`config.mk`:
```
export PLATFORM = sky130hd
export DESIGN_NAME = slip_frame_decoder_fcs16
export DESIGN_NICKNAME = d
export VERILOG_FILES = /design/src/design/sfd_pkg.sv /design/src/design/sfd_fifo.sv /design/src/design/sfd_front.sv /design/src/design/sfd_back.sv /design/src/design/slip_frame_decoder_fcs16.sv
export VERILOG_INCLUDE_DIRS = /design/src /design/src/design
export SDC_FILE = /design/constraint.sdc
export NUM_CORES = 1
export LEC_CHECK = 0
export BUFFER_PORTS_ARGS = -buffer_cell sky130_fd_sc_hd__buf_2
export CAP_MARGIN = 20
export CORE_MARGIN = 5
export CORE_UTILIZATION = 45
export DETAILED_ROUTE_END_ITERATION = 8
export GPL_TIMING_DRIVEN = 0
export HOLD_SLACK_MARGIN = 0.02
export PLACE_DENSITY = 0.66
export SYNTH_ARGS = -nofsm -noshare
export SYNTH_HDL_FRONTEND = slang
export SYNTH_HIERARCHICAL = 1
export SYNTH_SLANG_ARGS = --single-unit
export TNS_END_PERCENT = 30
```
`constraint.sdc`:
```
create_clock -name clk -period 4.6 [get_ports clk]
set_input_delay 0.23 -clock clk [delete_from_list [all_inputs] [get_ports clk]]
set_output_delay 0.23 -clock clk [all_outputs]
set_load 0.05 [all_outputs]
```
`src/design/slip_frame_decoder_fcs16_macros.svh`:
```
// Assertion macros shared by the SLIP frame decoder modules.
// The macros expect signals named clk and arst_n in the scope where they are used.
`ifndef SLIP_FRAME_DECODER_FCS16_MACROS_SVH
`define SLIP_FRAME_DECODER_FCS16_MACROS_SVH

// Same-cycle implication, checked outside reset.
`define SFD_ASSERT_IMP(label, ante, cons, msg) \
	label: assert property (@(posedge clk) disable iff (!arst_n) (ante) |-> (cons)) \
		else $error(msg);

// Next-cycle implication, checked outside reset.
`define SFD_ASSERT_NEXT(label, ante, cons, msg) \
	label: assert property (@(posedge clk) disable iff (!arst_n) (ante) |=> (cons)) \
		else $error(msg);

`endif

```
`src/design/sfd_pkg.sv`:
```
// Package for the SLIP frame decoder: framing codes, FCS constants, token and result types.
// Has no dependencies; used by every module of the block but sfd_fifo.
`timescale 1ns / 1ps

package sfd_pkg;

	localparam logic [7:0] SLIP_END  = 8'hC0;
	localparam logic [7:0] SLIP_ESC  = 8'hDB;
	localparam logic [7:0] SLIP_TEND = 8'hDC;
	localparam logic [7:0] SLIP_TESC = 8'hDD;

	localparam logic [15:0] FCS_INIT = 16'hFFFF;
	localparam logic [15:0] FCS_GOOD = 16'hF0B8;
	localparam logic [15:0] FCS_POLY = 16'h8408;

	localparam int LEN_W   = 12;
	localparam int LEN_SAT = 4095;

	localparam int DEFAULT_MAX_FRAME_BYTES = 2048;
	localparam int DEFAULT_QUEUE_DEPTH     = 2;

	// Register word addresses on the configuration port.
	localparam logic REG_FCS_DISABLED = 1'b0;

	typedef enum logic [1:0] {
		TOK_DATA   = 2'd0,
		TOK_END    = 2'd1,
		TOK_BADESC = 2'd2
	} tok_kind_t;

	typedef enum logic [1:0] {
		ST_GOOD     = 2'd0,
		ST_BADESC   = 2'd1,
		ST_OVERFLOW = 2'd2,
		ST_FCS      = 2'd3
	} frame_status_t;

	typedef struct packed {
		tok_kind_t  kind;
		logic [7:0] value;
	} tok_t;

	typedef struct packed {
		logic [7:0]       data_byte;
		logic             frame_last;
		frame_status_t    frame_status;
		logic [LEN_W-1:0] frame_length;
	} res_t;

	// One byte of the reflected CCITT FCS, bit at a time.
	function automatic logic [15:0] fcs16_update(input logic [15:0] acc, input logic [7:0] b);
		logic [15:0] a;
		a = acc ^ {8'h00, b};
		for (int i = 0; i < 8; i++) begin
			if (a[0]) begin
				a = (a >> 1) ^ FCS_POLY;
			end else begin
				a = a >> 1;
			end
		end
		return a;
	endfunction

endpackage

```
`src/design/sfd_fifo.sv`:
```
// Small register queue used between the decoder stages and on the result side.
// Generic width and depth; takes the shared assertion macros.
`timescale 1ns / 1ps
`include "slip_frame_decoder_fcs16_macros.svh"

module sfd_fifo #(
	parameter int WIDTH = 8,
	parameter int DEPTH = 2
) (
	input  logic             clk,
	input  logic             arst_n,
	input  logic             push,
	input  logic [WIDTH-1:0] wdata,
	input  logic             pop,
	output logic [WIDTH-1:0] rdata,
	output logic             full,
	output logic             empty
);

	localparam int PTR_W = (DEPTH > 1) ? $clog2(DEPTH) : 1;
	localparam int CNT_W = $clog2(DEPTH + 1);

	logic [WIDTH-1:0] mem_q [DEPTH];
	logic [PTR_W-1:0] wr_ptr_q;
	logic [PTR_W-1:0] rd_ptr_q;
	logic [CNT_W-1:0] count_q;
	logic             do_push;
	logic             do_pop;

	assign full    = (count_q == CNT_W'(DEPTH));
	assign empty   = (count_q == '0);
	assign do_push = push && !full;
	assign do_pop  = pop && !empty;
	assign rdata   = mem_q[rd_ptr_q];

	always_ff @(posedge clk or negedge arst_n) begin
		if (!arst_n) begin
			wr_ptr_q <= '0;
			rd_ptr_q <= '0;
			count_q  <= '0;
		end else begin
			if (do_push) begin
				wr_ptr_q <= (wr_ptr_q == PTR_W'(DEPTH - 1)) ? '0 : wr_ptr_q + 1'b1;
			end
			if (do_pop) begin
				rd_ptr_q <= (rd_ptr_q == PTR_W'(DEPTH - 1)) ? '0 : rd_ptr_q + 1'b1;
			end
			if (do_push && !do_pop) begin
				count_q <= count_q + 1'b1;
			end else if (do_pop && !do_push) begin
				count_q <= count_q - 1'b1;
			end
		end
	end

	always_ff @(posedge clk) begin
		if (do_push) begin
			mem_q[wr_ptr_q] <= wdata;
		end
	end

	`SFD_ASSERT_IMP(a_fifo_count_bound, 1'b1, count_q <= CNT_W'(DEPTH), "queue count beyond depth")

endmodule

```
`src/design/sfd_front.sv`:
```
// Front stage of the SLIP frame decoder: removes escapes and classifies each line byte.
// Depends on sfd_pkg for the framing codes and the token type.
`timescale 1ns / 1ps

module sfd_front (
	input  logic          clk,
	input  logic          arst_n,
	input  logic          accept,
	input  logic [7:0]    line_byte,
	output logic          tok_valid,
	output sfd_pkg::tok_t tok
);

	import sfd_pkg::*;

	logic escape_q;

	always_comb begin
		tok_valid  = 1'b0;
		tok.kind   = TOK_DATA;
		tok.value  = line_byte;
		if (accept) begin
			if (escape_q) begin
				tok_valid = 1'b1;
				if (line_byte == SLIP_TESC) begin
					tok.value = SLIP_ESC;
				end else if (line_byte == SLIP_TEND) begin
					tok.value = SLIP_END;
				end else begin
					tok.kind = TOK_BADESC;
				end
			end else if (line_byte == SLIP_END) begin
				tok_valid = 1'b1;
				tok.kind  = TOK_END;
			end else if (line_byte != SLIP_ESC) begin
				tok_valid = 1'b1;
			end
		end
	end

	always_ff @(posedge clk or negedge arst_n) begin
		if (!arst_n) begin
			escape_q <= 1'b0;
		end else if (accept) begin
			escape_q <= !escape_q && (line_byte == SLIP_ESC);
		end
	end

endmodule

```
`src/design/sfd_back.sv`:
```
// Back stage of the SLIP frame decoder: frame length, overflow, FCS check and byte hold-back.
// Depends on sfd_pkg; takes the shared assertion macros.
`timescale 1ns / 1ps
`include "slip_frame_decoder_fcs16_macros.svh"

module sfd_back #(
	parameter int MAX_FRAME_BYTES = sfd_pkg::DEFAULT_MAX_FRAME_BYTES
) (
	input  logic          clk,
	input  logic          arst_n,
	input  logic          fcs_disabled,
	input  logic          tok_valid,
	input  sfd_pkg::tok_t tok,
	output logic          tok_pop,
	input  logic          res_full,
	output logic          res_push,
	output sfd_pkg::res_t res
);

	import sfd_pkg::*;

	localparam int CNT_W = $clog2(MAX_FRAME_BYTES + 1);
	localparam int SAT_W = (CNT_W > LEN_W) ? CNT_W : LEN_W;

	logic [CNT_W-1:0] byte_count_q, byte_count_n;
	logic             overflow_q, overflow_n;
	logic [15:0]      fcs_q, fcs_n;
	logic [1:0]       held_count_q, held_count_n;
	logic [7:0]       held0_q, held1_q;
	logic             hold_wr;
	logic             hold_shift;
	logic             do_end;
	frame_status_t    end_status;
	logic [CNT_W-1:0] emitted;
	logic [CNT_W-1:0] len_raw;
	logic [SAT_W-1:0] len_ext;

	assign tok_pop = tok_valid && !res_full;
	assign emitted = byte_count_q - CNT_W'(held_count_q);
	assign len_ext = SAT_W'(len_raw);

	always_comb begin
		byte_count_n = byte_count_q;
		overflow_n   = overflow_q;
		fcs_n        = fcs_q;
		held_count_n = held_count_q;
		hold_wr      = 1'b0;
		hold_shift   = 1'b0;
		do_end       = 1'b0;
		end_status   = ST_GOOD;
		len_raw      = emitted;
		res_push     = 1'b0;
		res          = '0;
		if (tok_pop) begin
			unique case (tok.kind)
				TOK_DATA: begin
					if (byte_count_q == CNT_W'(MAX_FRAME_BYTES)) begin
						overflow_n = 1'b1;
					end else begin
						byte_count_n = byte_count_q + 1'b1;
						fcs_n        = fcs16_update(fcs_q, tok.value);
						if (fcs_disabled) begin
							res_push      = 1'b1;
							res.data_byte = tok.value;
						end else if (held_count_q != 2'd2) begin
							hold_wr      = 1'b1;
							held_count_n = held_count_q + 1'b1;
						end else begin
							hold_shift    = 1'b1;
							res_push      = 1'b1;
							res.data_byte = held0_q;
						end
					end
				end
				TOK_END: begin
					if (byte_count_q != '0) begin
						do_end = 1'b1;
						priority if (overflow_q) begin
							end_status = ST_OVERFLOW;
						end else if (!fcs_disabled
							&& (byte_count_q < CNT_W'(3) || fcs_q != FCS_GOOD)) begin
							end_status = ST_FCS;
						end else if (!fcs_disabled) begin
							len_raw = byte_count_q - CNT_W'(2);
						end else begin
							end_status = ST_GOOD;
						end
					end
				end
				TOK_BADESC: begin
					do_end     = 1'b1;
					end_status = ST_BADESC;
				end
				default: begin
				end
			endcase
		end
		if (do_end) begin
			res_push         = 1'b1;
			res.frame_last   = 1'b1;
			res.frame_status = end_status;
			res.frame_length = (len_ext > SAT_W'(LEN_SAT)) ? LEN_W'(LEN_SAT)
				: LEN_W'(len_ext);
			byte_count_n     = '0;
			overflow_n       = 1'b0;
			fcs_n            = FCS_INIT;
			held_count_n     = '0;
		end
	end

	always_ff @(posedge clk or negedge arst_n) begin
		if (!arst_n) begin
			byte_count_q <= '0;
			overflow_q   <= 1'b0;
			fcs_q        <= FCS_INIT;
			held_count_q <= '0;
		end else begin
			byte_count_q <= byte_count_n;
			overflow_q   <= overflow_n;
			fcs_q        <= fcs_n;
			held_count_q <= held_count_n;
		end
	end

	always_ff @(posedge clk) begin
		if (hold_wr) begin
			if (held_count_q[0]) begin
				held1_q <= tok.value;
			end else begin
				held0_q <= tok.value;
			end
		end else if (hold_shift) begin
			held0_q <= held1_q;
			held1_q <= tok.value;
		end
	end

	`SFD_ASSERT_IMP(a_held_bound, 1'b1, held_count_q <= 2'd2, "more than two bytes held back")
	`SFD_ASSERT_IMP(a_overflow_at_max, overflow_q, byte_count_q == CNT_W'(MAX_FRAME_BYTES), "overflow flagged below the length limit")
	`SFD_ASSERT_NEXT(a_end_clears, res_push && res.frame_last, byte_count_q == '0 && held_count_q == '0 && !overflow_q, "frame state not cleared after end item")

endmodule

```
`src/design/slip_frame_decoder_fcs16.sv`:
```
// Top level of the SLIP receive deframer with optional 16-bit FCS check and strip.
// Depends on sfd_pkg, sfd_front, sfd_fifo and sfd_back.
//
// Channel     | Handshake                        | Payload
// ------------+----------------------------------+------------------------------------------
// line in     | push / full                      | line_byte
// result out  | pop / empty                      | data_byte, frame_last, frame_status,
//             |                                  | frame_length
// config      | psel, penable, pwrite, pready=1  | paddr, pwdata, prdata
//
// One line byte is taken per cycle while the token queue has room. A byte that produces
// a result passes through the token queue and then the result queue before it can be
// popped. The frame engine handles one token per cycle while the result queue has room,
// its FCS update being the longest path. Reset clears all frame state and sets
// fcs_disabled; no clearing pass is needed. When the result queue fills, the engine
// stalls, the token queue fills in turn and full rises; nothing is lost.
`timescale 1ns / 1ps

module slip_frame_decoder_fcs16 #(
	parameter int MAX_FRAME_BYTES = sfd_pkg::DEFAULT_MAX_FRAME_BYTES,
	parameter int QUEUE_DEPTH     = sfd_pkg::DEFAULT_QUEUE_DEPTH
) (
	input  logic                     clk,
	input  logic                     arst_n,
	// line byte side
	input  logic                     push,
	output logic                     full,
	input  logic [7:0]               line_byte,
	// result side
	output logic                     empty,
	input  logic                     pop,
	output logic [7:0]               data_byte,
	output logic                     frame_last,
	output logic [1:0]               frame_status,
	output logic [sfd_pkg::LEN_W-1:0] frame_length,
	// configuration port
	input  logic                     psel,
	input  logic                     penable,
	input  logic                     pwrite,
	input  logic [2:0]               paddr,
	input  logic [31:0]              pwdata,
	output logic [31:0]              prdata,
	output logic                     pready
);

	import sfd_pkg::*;

	logic fcs_disabled_q;
	logic accept;
	logic fr_tok_valid;
	tok_t fr_tok;
	logic mid_full;
	logic mid_empty;
	tok_t mid_tok;
	logic bk_tok_pop;
	logic out_full;
	logic bk_res_push;
	res_t bk_res;
	res_t out_res;

	// A beat enters whenever the token queue has room; escapes produce no token.
	assign full   = mid_full;
	assign accept = push && !mid_full;

	// Configuration: one register, fcs_disabled, at byte address zero. The low two
	// address bits are ignored, so every address maps onto a word.
	assign pready = 1'b1;
	assign prdata = (paddr[2] == REG_FCS_DISABLED) ? {31'b0, fcs_disabled_q} : 32'b0;

	always_ff @(posedge clk or negedge arst_n) begin
		if (!arst_n) begin
			fcs_disabled_q <= 1'b1;
		end else if (psel && penable && pwrite && pready && paddr[2] == REG_FCS_DISABLED) begin
			fcs_disabled_q <= pwdata[0];
		end
	end

	// Front: unescape and classify.
	sfd_front u_front (
		.clk       (clk),
		.arst_n    (arst_n),
		.accept    (accept),
		.line_byte (line_byte),
		.tok_valid (fr_tok_valid),
		.tok       (fr_tok)
	);

	// Token queue decoupling the front from the frame engine.
	sfd_fifo #(
		.WIDTH ($bits(tok_t)),
		.DEPTH (QUEUE_DEPTH)
	) u_tok_q (
		.clk    (clk),
		.arst_n (arst_n),
		.push   (fr_tok_valid),
		.wdata  (fr_tok),
		.pop    (bk_tok_pop),
		.rdata  (mid_tok),
		.full   (mid_full),
		.empty  (mid_empty)
	);

	// Back: frame engine.
	sfd_back #(
		.MAX_FRAME_BYTES (MAX_FRAME_BYTES)
	) u_back (
		.clk          (clk),
		.arst_n       (arst_n),
		.fcs_disabled (fcs_disabled_q),
		.tok_valid    (!mid_empty),
		.tok          (mid_tok),
		.tok_pop      (bk_tok_pop),
		.res_full     (out_full),
		.res_push     (bk_res_push),
		.res          (bk_res)
	);

	// Result queue: holds finished beats so the engine keeps running while the
	// consumer stalls, until the queue fills.
	sfd_fifo #(
		.WIDTH ($bits(res_t)),
		.DEPTH (QUEUE_DEPTH)
	) u_res_q (
		.clk    (clk),
		.arst_n (arst_n),
		.push   (bk_res_push),
		.wdata  (bk_res),
		.pop    (pop),
		.rdata  (out_res),
		.full   (out_full),
		.empty  (empty)
	);

	assign data_byte    = out_res.data_byte;
	assign frame_last   = out_res.frame_last;
	assign frame_status = out_res.frame_status;
	assign frame_length = out_res.frame_length;

endmodule
```
==> flow_metrics.py <==
metrics = {
    "synth": {
        "synth-seq-cells": 123,
        "post_synth_num_cell_types": 66,
        "synth_enable_flop_cells": 82,
        "post_synth.cell_area_avg_sq_um": 12.07,
        "syn-instance-count": 534,
        "synth_largest_area_cell": "sky130_fd_sc_hd__edfxtp_1",
        "synth_seq_area_share_pct": 54.47,
        "post_synthesis_instance_area_sq_um": 6444,
        "ys_dominant_reg_cell": "sky130_fd_sc_hd__edfxtp_1",
        "synth_largest_type_area_fraction_pct": 38.21,
        "ys_async_sr_fraction_pct": 33.33,
        "synth_top_cells_by_area": "sky130_fd_sc_hd__edfxtp_1 (38%), sky130_fd_sc_hd__dfrtp_1 (9.3%), sky130_fd_sc_hd__dfstp_2 (6.9%)",
        "yosys_warnings": 6,
    },
    "min_path": {
        "hold-path-cell-count": 2,
        "hold_path.class": "in2reg",
    },
    "worst_setup_path": {
        "crit_path_top_delay_cell": "sky130_fd_sc_hd__and3_1",
        "timing.critical_path.buf_inv": 3,
        "cp-end-kind": "flip-flop",
        "worstSetupPathDepth": 10,
        "critical_path_arrival_ns": 3.61,
        "crit_fanout": 23,
        "cp_cell_sequence": "buf_4 > mux2_1 > inv_1 > ha_1 > nand2_1 > a21oi_1 > clkbuf_1 > o21ai_0 > nand2_1 > and3_1",
        "critical-path-max-stage-delay_ns": 0.89,
        "crit_type": "reg2reg",
        "crit_path_start_kind": "flip-flop",
        "crit_required_ns": 4.63,
        "cp_top_delay_family": "simple AND/OR/NAND/NOR gates",
        "ff2ff_path_depth": 10,
        "cp_common_cell": "sky130_fd_sc_hd__nand2_1",
    },
    "power": {
        "irDropWorstVdd_mv": 0.3633,
        "p_leak_nw": 3.139,
        "power.density_nw_per_um2": 780.1,
        "report.power.total_w": 0.005896,
    },
    "routing": {
        "totalWireLength_microns": 12780,
        "routed-via-count": 4145,
        "routed_via_density": 5.049,
        "ant_nets": 0,
        "drc": 0,
        "drt-pass1-iter-count": 4,
        "routed_wire_length_per_instance_microns": 15.56,
        "drt_first_iter_violations": 214,
    },
    "floorplanning": {
        "floorplan.initialDensity_pct": 46.06,
        "floorplan.die_area_sq_um": 16810,
        "std_cell_rows": 43,
        "die_h_microns": 129.7,
        "die_w_microns": 129.7,
        "fp.coreArea_sq_um": 13990,
        "floorplan.io_pins": 108,
    },
    "finish": {
        "finalNetCount": 691,
        "syn2layout_area_growth_pct": 17.30,
        "post_route_cell_area_sq_um": 7559,
        "antenna_cells_inserted": 0,
        "final_layout_size_suffix_gt1_share_pct": 27.77,
        "layout.cells.non_filler": 821,
    },
    "grt": {
        "first_global_vias": 4267,
        "antenna_found_initial": 0,
        "grt.total_usage_pct": 16.23,
        "grt_first_pass_wirelength_microns": 21350,
        "grt_start_max_net_pins": 42,
        "overflow": 0,
    },
    "clock_network": {
        "cts.reportedPaths.clkPinSlew_ns": 0.05,
        "clock_path_buffers": 2,
        "numCtsBuffers": 17,
        "post_cts_resize_count": 0,
        "deepest_level_of_the_cts_h_tree": 4,
        "cts_sink_count": 123,
        "cts_hold_buf": 1,
        "clkLatencyLatePin_ns": 0.42,
        "clockRootBuffer": "sky130_fd_sc_hd__clkbuf_16",
        "cts_tree": "built",
        "post-cts-setup-buffer-count": 0,
    },
    "placed_design": {
        "dpl.hpwl_microns": 9217,
        "routabilityCongestion": 0.8897,
        "place.port_buffers": 42,
        "dp.cells": 787,
        "placement.cell_area_sq_um": 7009,
    },
    "job": {
        "drv.max_cap_violation_count": 0,
    },
    "status": {
        "run_status": "completed",
    },
    "timing": {
        "slew_headroom_pct": 26.77,
        "timing.setup.tns_ns": 0,
        "final-max-slew-violation-count": 0,
        "max_freq_ghz": 0.2792,
        "grt_setup_unrepaired": "false",
        "report.final.hold_viol_count": 0,
        "finalSetupViolations": 0,
        "layout_min_cycle_time_ns": 3.581,
        "finClkSkew_ns": 0.006074,
        "final_min_period_over_clock_period_pct": 77.85,
        "tightestPinTransition_ns": 1.098,
    },
}
## Yosys cell counts, types with 15 or more instances
master                      n
sky130_fd_sc_hd__nor2_1    41
sky130_fd_sc_hd__inv_1     20
sky130_fd_sc_hd__dfrtp_1   24
sky130_fd_sc_hd__mux2_4    20
sky130_fd_sc_hd__dfstp_2   17
sky130_fd_sc_hd__edfxtp_1  82
sky130_fd_sc_hd__xnor2_1   30
sky130_fd_sc_hd__buf_4     34
sky130_fd_sc_hd__xor2_1    16
sky130_fd_sc_hd__nand3_1   17
sky130_fd_sc_hd__nor3_1    15
sky130_fd_sc_hd__nand2_1   36
## sequential cells by signal (all words and copies together), names as in the netlist, 2 cells and up
signal,count
u_res_q/count_q,2
u_back/fcs_q,16
u_tok_q/count_q,2
u_back/held0_q,8
u_back/byte_count_q,12
u_back/held_count_q,2
u_back/held1_q,8
u_tok_q/mem_q,20
u_res_q/mem_q,46
## power breakdown
| group | internal [W] | switching, W |
|---|---|---|
| sequential | 0.00169 | 0.000194 |
| clock | 0.000750 | 0.000451 |
| combinational | 0.00105 | 0.00176 |
| total | 0.00349 | 0.00240 |
## cell families (layout without fill, tap and decap cells)
kind of cell / count (synthesis) / in the layout / synth area share [%]
flip-flops: 123 / 123 / 54.47
buffers and inverters: 79 / 156 / 7.417
AO/OA/AOI/OAI: 62 / 62 / 6.408
multiplexers: 44 / 44 / 8.835
adder cells (fa/ha/maj): 13 / 13 / 2.641
other: 2 / 32 / 0.1165
XOR/XNOR: 47 / 47 / 6.505
AND/OR/NAND/NOR: 164 / 164 / 13.61
## path summary, 6_finish.rpt
kind,from,end,slack (ns)
worst max-delay path,u_tok_q/rd_ptr_q$_DFFE_PN0P_,u_res_q/mem_q[1][3]$_DFFE_PP_,1.02
worst min-delay path,pwdata[0],fcs_disabled_q$_DFFE_PN1P_,0.05
worst max register to register,u_tok_q/rd_ptr_q$_DFFE_PN0P_,u_res_q/mem_q[1][3]$_DFFE_PP_,1.02
worst min register to register,u_back/fcs_q[11]$_DFFE_PN1P_,u_back/fcs_q[11]$_DFFE_PN1P_,0.50
max in group asynchronous,arst_n,u_res_q/wr_ptr_q$_DFFE_PN0P_,3.49
min in group asynchronous,arst_n,u_back/byte_count_q[7]$_DFFE_PN0P_,0.52
## through the flow
step / utilization, % / setup slack (ns) / hold WS (ns)
after global routing: 54.03 / 0.7167 / 0.05688
final: 54.03 / 1.019 / 0.04574
after global placement: 49.98 / 0.3156 / 0.4388
after CTS: 53.98 / 0.9676 / 0.02574
after detailed placement: 50.11 / 0.9850 / 0.4420
after floorplan: - / 1.267 / -0.06559
## layout make-up
class                   instances  area, sq um
multi-input cells             362         2571
repair buffers                 45        242.7
plain buffers                  58        399.1
clock inverters                 8        70.07
fillers                      1208         6430
flip-flops and latches        123         3510
well taps                     180        225.2
clock buffers                  24        461.7
inverters                      21        78.83
## layout by cell type (no fill, tap or decap), types with 5 or more instances in the layout
master                      count
sky130_fd_sc_hd__nand2_1       36
sky130_fd_sc_hd__dfrtp_1       24
sky130_fd_sc_hd__xor2_1        16
sky130_fd_sc_hd__buf_4         34
sky130_fd_sc_hd__clkbuf_16     17
sky130_fd_sc_hd__mux2_2        12
sky130_fd_sc_hd__buf_2         47
sky130_fd_sc_hd__mux2_4        20
sky130_fd_sc_hd__or3_1          8
sky130_fd_sc_hd__a21oi_1       14
sky130_fd_sc_hd__o21ai_0        9
sky130_fd_sc_hd__nor2_1        40
sky130_fd_sc_hd__inv_1         20
sky130_fd_sc_hd__o211ai_1      14
sky130_fd_sc_hd__nand3_1       17
sky130_fd_sc_hd__dfstp_2       17
sky130_fd_sc_hd__conb_1        32
sky130_fd_sc_hd__clkbuf_1      16
sky130_fd_sc_hd__buf_1          5
sky130_fd_sc_hd__xnor2_1       30
sky130_fd_sc_hd__ha_1          12
sky130_fd_sc_hd__mux2_1        11
sky130_fd_sc_hd__edfxtp_1      82
sky130_fd_sc_hd__a22oi_1        8
sky130_fd_sc_hd__nor3_1        15
## routing by layer
layer  wire [microns]  global-route usage [%]
met1             5699                   20.94
met2             6238                   26.18
met3              629                   3.751
met4              208                   7.274
met5                0                       0
Power figures use the tool's default switching activity.
